$ cat src/design/icfm_pkg.sv
// Package for the input capture frequency meter.
// Holds widths, word types, opcodes and the controller-to-datapath command struct.
// No dependencies.
package icfm_pkg;

  localparam int CAP_W     = 16;
  localparam int REF_W     = 27;
  localparam int FREQ_W    = 30;
  localparam int NUM_W     = REF_W + 4;
  localparam int DIV_STEPS = NUM_W;
  localparam int CNT_W     = $clog2(DIV_STEPS);

  localparam logic [REF_W-1:0]  REF_RESET = REF_W'(10000);
  localparam logic [FREQ_W-1:0] FREQ_MAX  = {FREQ_W{1'b1}};

  localparam logic OP_CAPTURE = 1'b0;
  localparam logic OP_TIMEOUT = 1'b1;

  typedef struct packed {
    logic             opcode;
    logic [CAP_W-1:0] capture_value;
  } in_word_t;

  typedef struct packed {
    logic [CAP_W-1:0]  period_ticks;
    logic [FREQ_W-1:0] frequency_tenths;
    logic              timed_out;
    logic              zero_period;
  } out_word_t;

  typedef struct packed {
    logic store_first;
    logic clear_first;
    logic div_start;
    logic div_step;
    logic load_out;
    logic timeout;
  } cmd_t;

endpackage

$ cat src/design/icfm_ctrl.sv
// Controller of the input capture frequency meter.
// Sequences capture phases, the serial divide and the output register load.
// Depends on icfm_pkg.
module icfm_ctrl (
  input  logic           clk,
  input  logic           rst_n,
  input  logic           in_valid,
  input  logic           in_opcode,
  output logic           in_stall,
  input  logic           out_stall,
  output logic           out_valid,
  output icfm_pkg::cmd_t cmd
);

  typedef enum logic [2:0] {
    ST_IDLE = 3'b001,
    ST_DIV  = 3'b010,
    ST_EMIT = 3'b100
  } state_t;

  state_t                     state_r, state_nxt;
  logic                       awaiting_r, awaiting_nxt;
  logic                       timeout_r, timeout_nxt;
  logic [icfm_pkg::CNT_W-1:0] cnt_r, cnt_nxt;
  logic                       out_valid_r, out_valid_nxt;
  logic                       in_acc;
  logic                       slot_free;

  assign in_stall  = (state_r != ST_IDLE);
  assign in_acc    = in_valid && (state_r == ST_IDLE);
  assign slot_free = !out_valid_r || !out_stall;
  assign out_valid = out_valid_r;

  always_comb begin
    state_nxt    = state_r;
    awaiting_nxt = awaiting_r;
    timeout_nxt  = timeout_r;
    cnt_nxt      = cnt_r;
    cmd          = '0;
    cmd.timeout  = timeout_r;
    case (state_r)
      ST_IDLE: begin
        if (in_acc) begin
          if (in_opcode == icfm_pkg::OP_TIMEOUT) begin
            cmd.clear_first = 1'b1;
            awaiting_nxt    = 1'b0;
            timeout_nxt     = 1'b1;
            state_nxt       = ST_EMIT;
          end else if (!awaiting_r) begin
            cmd.store_first = 1'b1;
            awaiting_nxt    = 1'b1;
          end else begin
            cmd.div_start = 1'b1;
            awaiting_nxt  = 1'b0;
            timeout_nxt   = 1'b0;
            cnt_nxt       = icfm_pkg::CNT_W'(icfm_pkg::DIV_STEPS - 1);
            state_nxt     = ST_DIV;
          end
        end
      end
      ST_DIV: begin
        cmd.div_step = 1'b1;
        if (cnt_r == '0) begin
          state_nxt = ST_EMIT;
        end else begin
          cnt_nxt = cnt_r - 1'b1;
        end
      end
      ST_EMIT: begin
        if (slot_free) begin
          cmd.load_out = 1'b1;
          state_nxt    = ST_IDLE;
        end
      end
      default: begin
        state_nxt = ST_IDLE;
      end
    endcase
  end

  always_comb begin
    if (cmd.load_out) begin
      out_valid_nxt = 1'b1;
    end else if (!out_stall) begin
      out_valid_nxt = 1'b0;
    end else begin
      out_valid_nxt = out_valid_r;
    end
  end

  always_ff @(posedge clk) begin
    if (!rst_n) begin
      state_r     <= ST_IDLE;
      awaiting_r  <= 1'b0;
      timeout_r   <= 1'b0;
      cnt_r       <= '0;
      out_valid_r <= 1'b0;
    end else begin
      state_r     <= state_nxt;
      awaiting_r  <= awaiting_nxt;
      timeout_r   <= timeout_nxt;
      cnt_r       <= cnt_nxt;
      out_valid_r <= out_valid_nxt;
    end
  end

endmodule

$ cat src/design/icfm_dp.sv
// Datapath of the input capture frequency meter.
// Holds the reference clock register, capture state, a restoring divider and the output word.
// Depends on icfm_pkg.
module icfm_dp (
  input  logic                       clk,
  input  logic                       rst_n,
  input  logic                       cfg_wr_en,
  input  logic [icfm_pkg::REF_W-1:0] cfg_wr_data,
  input  icfm_pkg::in_word_t         in_word,
  input  icfm_pkg::cmd_t             cmd,
  output icfm_pkg::out_word_t        out_word
);

  logic [icfm_pkg::REF_W-1:0]  ref_r;
  logic [icfm_pkg::CAP_W-1:0]  first_r;
  logic [icfm_pkg::CAP_W-1:0]  last_period_r;
  logic                        zero_r;
  logic [icfm_pkg::CAP_W-1:0]  div_r;
  logic [icfm_pkg::CAP_W-1:0]  rem_r, rem_nxt;
  logic [icfm_pkg::NUM_W-1:0]  quo_r, quo_nxt;
  icfm_pkg::out_word_t         out_r, out_nxt;

  logic [icfm_pkg::CAP_W-1:0]  period;
  logic [icfm_pkg::NUM_W-1:0]  num;
  logic [icfm_pkg::CAP_W:0]    shifted;
  logic [icfm_pkg::CAP_W:0]    div_ext;
  logic [icfm_pkg::CAP_W:0]    diff;
  logic                        ge;
  logic                        sat;
  logic [icfm_pkg::FREQ_W-1:0] freq;

  assign period  = in_word.capture_value - first_r;
  assign num     = icfm_pkg::NUM_W'({ref_r, 3'b000}) + icfm_pkg::NUM_W'({ref_r, 1'b0});
  assign shifted = {rem_r, quo_r[icfm_pkg::NUM_W-1]};
  assign div_ext = {1'b0, div_r};
  assign ge      = (shifted >= div_ext);
  assign diff    = shifted - div_ext;
  assign sat     = |quo_r[icfm_pkg::NUM_W-1:icfm_pkg::FREQ_W];

  always_comb begin
    rem_nxt = rem_r;
    quo_nxt = quo_r;
    if (cmd.div_start) begin
      rem_nxt = '0;
      quo_nxt = num;
    end else if (cmd.div_step) begin
      rem_nxt = ge ? diff[icfm_pkg::CAP_W-1:0] : shifted[icfm_pkg::CAP_W-1:0];
      quo_nxt = {quo_r[icfm_pkg::NUM_W-2:0], ge};
    end
  end

  always_comb begin
    if (zero_r || sat) begin
      freq = icfm_pkg::FREQ_MAX;
    end else begin
      freq = quo_r[icfm_pkg::FREQ_W-1:0];
    end
    out_nxt              = out_r;
    if (cmd.load_out) begin
      out_nxt.period_ticks = last_period_r;
      if (cmd.timeout) begin
        out_nxt.frequency_tenths = '0;
        out_nxt.timed_out        = 1'b1;
        out_nxt.zero_period      = 1'b0;
      end else begin
        out_nxt.frequency_tenths = freq;
        out_nxt.timed_out        = 1'b0;
        out_nxt.zero_period      = zero_r;
      end
    end
  end

  always_ff @(posedge clk) begin
    if (!rst_n) begin
      ref_r         <= icfm_pkg::REF_RESET;
      first_r       <= '0;
      last_period_r <= '0;
    end else begin
      if (cfg_wr_en) begin
        ref_r <= cfg_wr_data;
      end
      if (cmd.clear_first) begin
        first_r <= '0;
      end else if (cmd.store_first) begin
        first_r <= in_word.capture_value;
      end
      if (cmd.div_start) begin
        last_period_r <= period;
      end
    end
  end

  always_ff @(posedge clk) begin
    if (cmd.div_start) begin
      div_r  <= period;
      zero_r <= (period == '0);
    end
    rem_r <= rem_nxt;
    quo_r <= quo_nxt;
    out_r <= out_nxt;
  end

  assign out_word = out_r;

endmodule

$ cat src/design/input_capture_frequency_meter.sv
// Top level of the input capture frequency meter.
// Instantiates icfm_ctrl and icfm_dp; depends on icfm_pkg.
//
// Usage: the input channel (in_valid, in_stall, in_word) carries capture words
// and overflow timeout words. The first capture word is stored and gives no
// result. The second gives one result word on the output channel (out_valid,
// out_stall, out_word) with the period and ten times cfg_wr_data divided by it.
// A timeout word gives one result with zero frequency and the last period.
// The reference clock register is written with cfg_wr_en and cfg_wr_data.
// A timeout word goes straight to its result load. A second capture runs a
// restoring divider over the 31-bit numerator, one quotient bit per cycle,
// before its result load, which waits for a free output slot. A first
// capture is only stored. The input is stalled while a divide or a result
// load is in progress; a new word is taken while an earlier result still waits.
// Reset clears the phase, the stored capture and the last period, and loads
// 10000 into the reference clock register. A stalled result holds, and the
// next result waits for it to be taken.
module input_capture_frequency_meter (
  input  logic                       clk,
  input  logic                       rst_n,
  input  logic                       in_valid,
  output logic                       in_stall,
  input  icfm_pkg::in_word_t         in_word,
  output logic                       out_valid,
  input  logic                       out_stall,
  output icfm_pkg::out_word_t        out_word,
  input  logic                       cfg_wr_en,
  input  logic [icfm_pkg::REF_W-1:0] cfg_wr_data
);

  icfm_pkg::cmd_t cmd;

  icfm_ctrl u_ctrl (
    .clk       (clk),
    .rst_n     (rst_n),
    .in_valid  (in_valid),
    .in_opcode (in_word.opcode),
    .in_stall  (in_stall),
    .out_stall (out_stall),
    .out_valid (out_valid),
    .cmd       (cmd)
  );

  icfm_dp u_dp (
    .clk         (clk),
    .rst_n       (rst_n),
    .cfg_wr_en   (cfg_wr_en),
    .cfg_wr_data (cfg_wr_data),
    .in_word     (in_word),
    .cmd         (cmd),
    .out_word    (out_word)
  );

  a_timeout_word: assert property (@(posedge clk) disable iff (!rst_n)
    (cmd.load_out && cmd.timeout) |=>
      (out_valid && out_word.timed_out && (out_word.frequency_tenths == '0)))
    else $error("timeout result not formed correctly");

  a_zero_saturates: assert property (@(posedge clk) disable iff (!rst_n)
    (out_valid && out_word.zero_period) |->
      (out_word.frequency_tenths == icfm_pkg::FREQ_MAX))
    else $error("zero period without saturated frequency");

  a_flags_exclusive: assert property (@(posedge clk) disable iff (!rst_n)
    out_valid |-> !(out_word.timed_out && out_word.zero_period))
    else $error("timeout and zero period flagged together");

  a_busy_stalls: assert property (@(posedge clk) disable iff (!rst_n)
    (cmd.div_step || cmd.div_start) |=> in_stall)
    else $error("input accepted during divide");

endmodule
$ cat config.mk
export PLATFORM = sky130hd
export DESIGN_NAME = input_capture_frequency_meter
export DESIGN_NICKNAME = d
export VERILOG_FILES = /design/src/design/icfm_pkg.sv /design/src/design/icfm_ctrl.sv /design/src/design/icfm_dp.sv /design/src/design/input_capture_frequency_meter.sv
export SDC_FILE = /design/constraint.sdc
export NUM_CORES = 1
export LEC_CHECK = 0
export BUFFER_PORTS_ARGS = -buffer_cell sky130_fd_sc_hd__buf_2
export CAP_MARGIN = 30
export CORE_ASPECT_RATIO = 0.6
export CORE_MARGIN = 2
export CORE_UTILIZATION = 60
export DETAILED_ROUTE_END_ITERATION = 7
export MAX_ROUTING_LAYER = met4
export PLACE_DENSITY_LB_ADDON = 0.2
export SYNTH_ARGS = -nofsm -noshare
export SYNTH_HDL_FRONTEND = slang
export SYNTH_SLANG_ARGS = --single-unit
$ cat constraint.sdc
create_clock -name clk -period 3.9 [get_ports clk]
set_input_delay 0.78 -clock clk [delete_from_list [all_inputs] [get_ports clk]]
set_output_delay 0.78 -clock clk [all_outputs]
set_load 0.05 [all_outputs]
==> results of run 1 <==
-- worst max-delay path: cells and delay by family --
family / cells / cell delay, ns
buf+inv: 2 / 0.12
xor+xnor: 1 / 0.18
compound gates: 1 / 0.43
simple gates: 4 / 1.47
fa+ha+maj: 2 / 0.66
-- worst min path at each step --
stage                   endpoint  cells past startpoint                   start  slack, ns
3_5_place_dp   u_dp.out_word[47]                      0  u_dp.last_period_r[15]       0.41
5_1_grt        u_dp.out_word[44]                      0  u_dp.last_period_r[12]       0.44
2_1_floorplan  u_dp.out_word[45]                      0  u_dp.last_period_r[13]       0.40
3_3_place_gp   u_dp.out_word[44]                      0  u_dp.last_period_r[12]       0.42
6_report       u_dp.out_word[47]                      0  u_dp.last_period_r[15]       0.43
4_1_cts        u_dp.out_word[47]                      0  u_dp.last_period_r[15]       0.43
-- logic make-up (layout without fill, tap and decap cells) --
kind of cell | after synthesis | count (layout)
AO/OA/AOI/OAI | 234 | 234
buffers and inverters | 92 | 196
XOR/XNOR | 40 | 40
multiplexers | 45 | 45
flip-flops | 182 | 182
AND/OR/NAND/NOR | 359 | 359
adder cells (fa/ha/maj) | 61 | 61
-- flip-flops by register name, indices dropped and copies added, names as in the netlist, 3 cells and up --
signal,count
u_dp.out_word,48
u_dp.quo_r,31
u_dp.ref_r,27
u_dp.div_r,16
u_dp.first_r,16
u_dp.last_period_r,16
u_dp.rem_r,16
u_ctrl.cnt_r,5
u_ctrl.state_r,3
-- cells in the mapped netlist, drive strengths merged (4+ instances only) --
cell / n
a211o: 6
a211oi: 5
a21boi: 20
a21o: 18
a21oi: 56
a31oi: 6
and2: 6
and3: 11
buf: 4
clkbuf: 32
dfxtp: 86
edfxtp: 96
ha: 58
inv: 56
mux2i: 43
nand2: 138
nand2b: 8
nand3: 22
nand4: 4
nor2: 96
nor2b: 32
nor3: 10
nor3b: 6
nor4: 4
o211a: 4
o211ai: 9
o21a: 9
o21ai: 64
o21bai: 7
o31a: 4
o31ai: 6
or2: 5
or3: 6
xnor2: 19
xor2: 21
-- layer usage --
metal | global-route usage | wire length (µm)
met4 | 0.0491 | 170
met5 | - | 0
met2 | 0.333 | 8210
met3 | 0.0933 | 2580
met1 | 0.461 | 12300
-- final cells by class --
type,instances,area [µm²],share of cell area
Timing Repair Buffer,108,586,0.0527
Clock buffer,17,425,0.0383
Multi-Input combinational cell,739,4810,0.433
Inverter,56,210,0.0189
Tap cell,209,262,0.0236
Clock inverter,15,209,0.0188
Sequential cell,182,4600,0.415
-- power by group through the flow --
stage | Clock, mW | Combinational [mW] | Sequential, mW
6_report | 1.83 | 2.10 | 2.47
5_1_grt | 1.94 | 2.32 | 2.50
3_5_place_dp | 0 | 2.06 | 2.51
4_1_cts | 1.85 | 2.07 | 2.47
3_3_place_gp | 0 | 1.99 | 2.51
2_1_floorplan | 0 | 1.44 | 2.63
-- layout by cell type (no fill, tap or decap), types with 5 or more instances in the layout --
cell type,instances
nand3_1,22
inv_8,6
and2_1,5
a211oi_1,5
nor2b_1,31
buf_2,98
nor3_1,10
xnor2_1,19
or3_1,5
nand2_1,137
xor2_1,21
ha_1,58
nor2_1,96
a21boi_0,20
o31ai_1,5
nor3b_1,5
inv_1,56
o21a_1,9
edfxtp_1,96
a211o_1,5
dfxtp_1,86
o21bai_1,7
nand2b_1,8
a21oi_1,55
a31oi_1,6
buf_4,9
mux2i_1,43
and3_1,11
o211ai_1,9
a21o_1,17
clkbuf_16,17
or2_2,5
o21ai_0,63
==> results.py, run 1 <==
metrics = {
    "routing": {
        "ant_nets": 0,
        "wl_mm": 23.2,
        "vias": 7652,
        "drc_errors": 0,
        "drt-initial-drc-count": 726,
        "firstDrtPassIters": 6,
        "wl_per_cell_um": 17.5,
        "drt-vias-per-instance": 5.77,
    },
    "synth": {
        "synth_compound_area_frac": 0.157,
        "synth_fa_ha_area_frac": 0.0806,
        "synth_area_um2": 9740,
        "ys_top_cells_by_area": "edfxtp_1, dfxtp_1, ha_1",
        "yosys.cell_types.count": 68,
        "ys_seq_elements": 182,
        "yosys.area.top_type": "edfxtp_1",
        "synth-seq-area-share": 0.473,
        "synthXorXnorAreaFrac": 0.0360,
        "synth_top_family_by_area": "simple AND/OR/NAND/NOR gates",
        "synth_edf_count": 96,
        "synth-simple-area-share": 0.172,
        "postSynth.asyncResetShare": 0,
        "syn-num-nets": 1123,
        "syn_area_per_cell_um2": 9.62,
        "yosys.area.top_type_share": 0.296,
        "synth_warnings": 0,
        "synthFlopType": "edfxtp_1",
        "muxShareOfSynthArea": 0.0465,
        "synthCells": 1013,
    },
    "finish": {
        "drive_gt1_frac": 0.147,
        "areaGrowthSynthToFinish_pct": 13.9,
        "fin_area_um2": 11100,
        "final_cells": 1326,
        "finalNetCount": 1214,
        "fin_util": 0.690,
        "antenna_cells": 0,
        "fillers": 1268,
    },
    "pwr": {
        "power.total_mw": 6.41,
        "p_leak_nw": 4.72,
        "netSwitchingPower_mw": 2.32,
        "clockPowerShare": 0.285,
        "p_int_mw": 4.09,
        "swShare": 0.362,
        "vdd_ir_drop_max_uv": 336,
        "power_frac_comb": 0.328,
        "seq_power_share": 0.386,
        "p_per_area_nw_per_um2": 577,
    },
    "timing": {
        "fin_crit_sh": 0.864,
        "fmax_mhz": 297,
        "maxSlewViolCount": 0,
        "worst_slack_ns": 0.530,
        "tightestPinTransition_ns": 0.813,
        "hold_violations": 0,
        "skew_ns": 0.00915,
        "finalSetupTns_ns": 0,
        "rsz0062_at_grt": "false",
        "relSlewSlack": 0.458,
        "whs_ns": 0.430,
        "setup_viol": 0,
        "period_minus_slack_ns": 3.37,
    },
    "critical_path": {
        "rr_worst_depth": 8,
        "worst_setup_path_end_kind": "register",
        "crit_top_cell": "or4_1",
        "worst_path_max_delay_cell": "or4_1",
        "reg2reg_to": "u_dp.zero_r",
        "r2r-start": "u_dp.first_r[0]",
        "path_cells": "buf_2 > inv_1 > ha_1 > fa_1 > xnor2_1 > or3_2 > a2111o_1 > or4_1 > or4_1 > nor4_2",
        "cp.required_ns": 4.18,
        "arrival_ns": 3.65,
        "reg2reg_slack_ns": 0.68,
        "cp-startpoint": "in_word[0]",
        "cpPeakStageDelay_ns": 0.50,
        "critical_path.startpoint_type": "input port",
        "path_max_fanout": 3,
        "critical_path_class": "input port to register",
        "worstSetupEndpoint": "u_dp.zero_r",
    },
    "global_route": {
        "grt_max_degree": 78,
        "grt_pass1_vias": 6544,
        "overflow": 0,
        "grt_pass1_wl_mm": 36.3,
        "grt_usage": 0.285,
        "antenna_found_initial": 0,
    },
    "cts": {
        "clockBufferDepth": 2,
        "cts_tree": "yes",
        "cts_htree_levels": 4,
        "cts_inserted_buffers": 17,
        "cts_sinks": 182,
        "clk_pin_slew_worst_paths_ns": 0.07,
        "cts_resized": 0,
        "clk_latency_ns": 0.45,
        "cts_setup_buffers": 0,
        "holdBufCountCts": 0,
        "cts-root-buf": "clkbuf_16",
    },
    "die": {
        "dieArea_um2": 17300,
        "core-area_um2": 16100,
        "die_w_um": 169,
        "fp-row-count": 36,
        "io_pins": 99,
        "die_h_um": 103,
        "initial_core_util": 0.606,
    },
    "place": {
        "placed_area_um2": 10500,
        "dp_hpwl_mm": 16.7,
        "globalplace.congestion": 0.953,
        "io_buffers": 98,
        "placed_cells": 1294,
        "place_ws_ns": 0.117,
    },
    "status": {
        "status": "finished, final reports clean",
    },
    "job": {
        "max-cap-violations": 0,
    },
    "hold_path": {
        "hold_path_class": "register to register",
    },
}
Power figures use the tool's default switching activity.
==> inputs of run 2 (changes only) <==
- CORE_MARGIN: 2 -> 4
- CORE_UTILIZATION: 60 -> 46
- RECOVER_POWER: default -> 25
==> run 2 against run 1 <==
Net effect:
- die area is 37% higher
- global-route usage is 7.0 points lower
- sequential power is essentially flat
- sequential cell count stayed put
- cell count rose by 4.8%
- worst hold slack better by 0.0086 ns
- the flow now finishes with violations (max-capacitance violations, max-slew violations)
- cell area barely moved
- utilization decreased by 15 points
- clock-buffer cell count up 1
- sequential share of layout area barely moved
- critical path depth stayed put
- clock power is 4% lower
==> results.py, run 2 (synthesized netlist as in run 1, its figures left out) <==
metrics = {
    "global_route": {
        "grt_pass1_wl_mm": 38.9,
        "antenna_found_initial": 0,
        "grt_max_degree": 78,
        "grt_usage": 0.216,
        "overflow": 0,
        "grt_pass1_vias": 6785,
    },
    "cts": {
        "clk_pin_slew_worst_paths_ns": 0.08,
        "cts_inserted_buffers": 17,
        "cts_sinks": 182,
        "cts_htree_levels": 4,
        "cts_setup_buffers": 0,
        "clockBufferDepth": 2,
        "cts_tree": "yes",
        "cts-root-buf": "clkbuf_16",
        "clk_latency_ns": 0.44,
        "cts_resized": 0,
        "holdBufCountCts": 0,
    },
    "pwr": {
        "power.total_mw": 6.32,
        "seq_power_share": 0.391,
        "swShare": 0.368,
        "p_per_area_nw_per_um2": 569,
        "power_frac_comb": 0.332,
        "p_leak_nw": 4.70,
        "netSwitchingPower_mw": 2.33,
        "clockPowerShare": 0.278,
        "vdd_ir_drop_max_uv": 321,
        "p_int_mw": 3.99,
    },
    "critical_path": {
        "path_max_fanout": 3,
        "worst_path_max_delay_cell": "or4_1",
        "rr_worst_depth": 8,
        "worst_setup_path_end_kind": "register",
        "cpPeakStageDelay_ns": 0.50,
        "cp.required_ns": 4.17,
        "path_cells": "buf_2 > inv_1 > ha_1 > fa_1 > xnor2_1 > or3_2 > a2111o_1 > or4_1 > or4_1 > nor4_2",
        "critical_path_class": "input port to register",
        "crit_top_cell": "or4_1",
        "arrival_ns": 3.67,
        "critical_path.startpoint_type": "input port",
    },
    "place": {
        "io_buffers": 98,
        "globalplace.congestion": 1.02,
        "placed_cells": 1358,
        "dp_hpwl_mm": 18.0,
    },
    "routing": {
        "wl_per_cell_um": 17.7,
        "vias": 7617,
        "firstDrtPassIters": 5,
        "drt-vias-per-instance": 5.48,
        "highest_layer": "met4",
        "wl_mm": 24.6,
        "met3WireLength_mm": 2.24,
        "drc_errors": 0,
        "ant_nets": 0,
        "wirelength_met1_mm": 13.8,
        "route.met2.wl_mm": 8.41,
        "drt-initial-drc-count": 680,
    },
    "die": {
        "initial_core_util": 0.477,
        "fp-row-count": 40,
        "io_pins": 99,
        "die_h_um": 121,
        "core-area_um2": 20400,
        "dieArea_um2": 23700,
        "die_w_um": 196,
    },
    "finish": {
        "layout_commonest_cell": "nand2_1",
        "antenna_cells": 0,
        "drive_gt1_frac": 0.142,
        "final_cells": 1390,
        "layout_common_cells": "nand2_1, nor2_1, buf_2, edfxtp_1, dfxtp_1",
        "finalNetCount": 1214,
        "fin_util": 0.544,
        "largest_reg_flops": 48,
        "areaGrowthSynthToFinish_pct": 13.9,
    },
    "hold_path": {
        "whs_path_depth": 0,
        "hold_path_class": "register to register",
    },
    "timing": {
        "rsz0062_at_grt": "false",
        "finalSetupTns_ns": 0,
        "setup_viol": 0,
        "maxSlewViolCount": 90,
        "tightestPinTransition_ns": 2.27,
        "period_minus_slack_ns": 3.40,
        "hold_violations": 0,
        "relSlewSlack": -0.516,
        "whs_ns": 0.438,
        "skew_ns": 0.0153,
        "fin_crit_sh": 0.873,
        "fmax_mhz": 294,
    },
    "status": {
        "violations": "max-capacitance violations, max-slew violations",
        "status": "complete, but fails checks",
    },
    "job": {
        "max-cap-violations": 2,
    },
}
## run 2: cell types whose count changed in the layout (fill, tap and decap cells not counted), sizes merged
cell	before	now
clkinvlp	2	0
bufinv	2	0
clkbuf	17	22
buf	108	104
inv	63	66
## run 2: final timing paths
check	from	to	slack, ns
hold / removal	u_dp.last_period_r[5]	u_dp.out_word[37]	0.44
hold reg to reg	u_dp.last_period_r[5]	u_dp.out_word[37]	0.44
setup reg to reg	u_dp.first_r[0]	u_dp.zero_r	0.65
setup / recovery	in_word[0]	u_dp.zero_r	0.50
## run 2: stage by stage
step	setup WS [ns]	instance area (µm²)
floorplan	0.282	9740
global placement	0.113	10500
detailed placement	0.0395	10500
CTS	0.502	11100
global route	0.425	11100
finish	0.495	11100
## run 2: metal layers
metal  GRT usage  vias to the layer above
met5           -                        -
met1       0.365                     3561
li1            -                     3777
met4      0.0466                        0
met3      0.0560                       17
met2       0.242                      262
## run 2: cell type report
| class | instances | area, µm² |
|---|---|---|
| Fill cell | 1892 | 9320 |
| Timing Repair Buffer | 108 | 556 |
| Inverter | 56 | 210 |
| Tap cell | 273 | 342 |
| Clock inverter | 14 | 144 |
| Sequential cell | 182 | 4600 |
| Clock buffer | 18 | 450 |
| Multi-Input combinational cell | 739 | 4800 |
## run 2: critical path: cells and delay by family
kind	cells	cell delay, ns
AOI/OAI and AO/OA	1	0.44
buffers and inverters	2	0.13
xor gates and xnor gates	1	0.19
and+or+nand+nor	4	1.46
adders and majority gates	2	0.67
## run 2: power groups by stage
stage          logic (mW)  registers [mW]  clock network [mW]
3_5_place_dp         2.07            2.51                   0
5_1_grt              2.31            2.49                1.88
2_1_floorplan        1.44            2.63                   0
6_report             2.10            2.47                1.75
3_3_place_gp         2.04            2.50                   0
4_1_cts              2.08            2.47                1.79
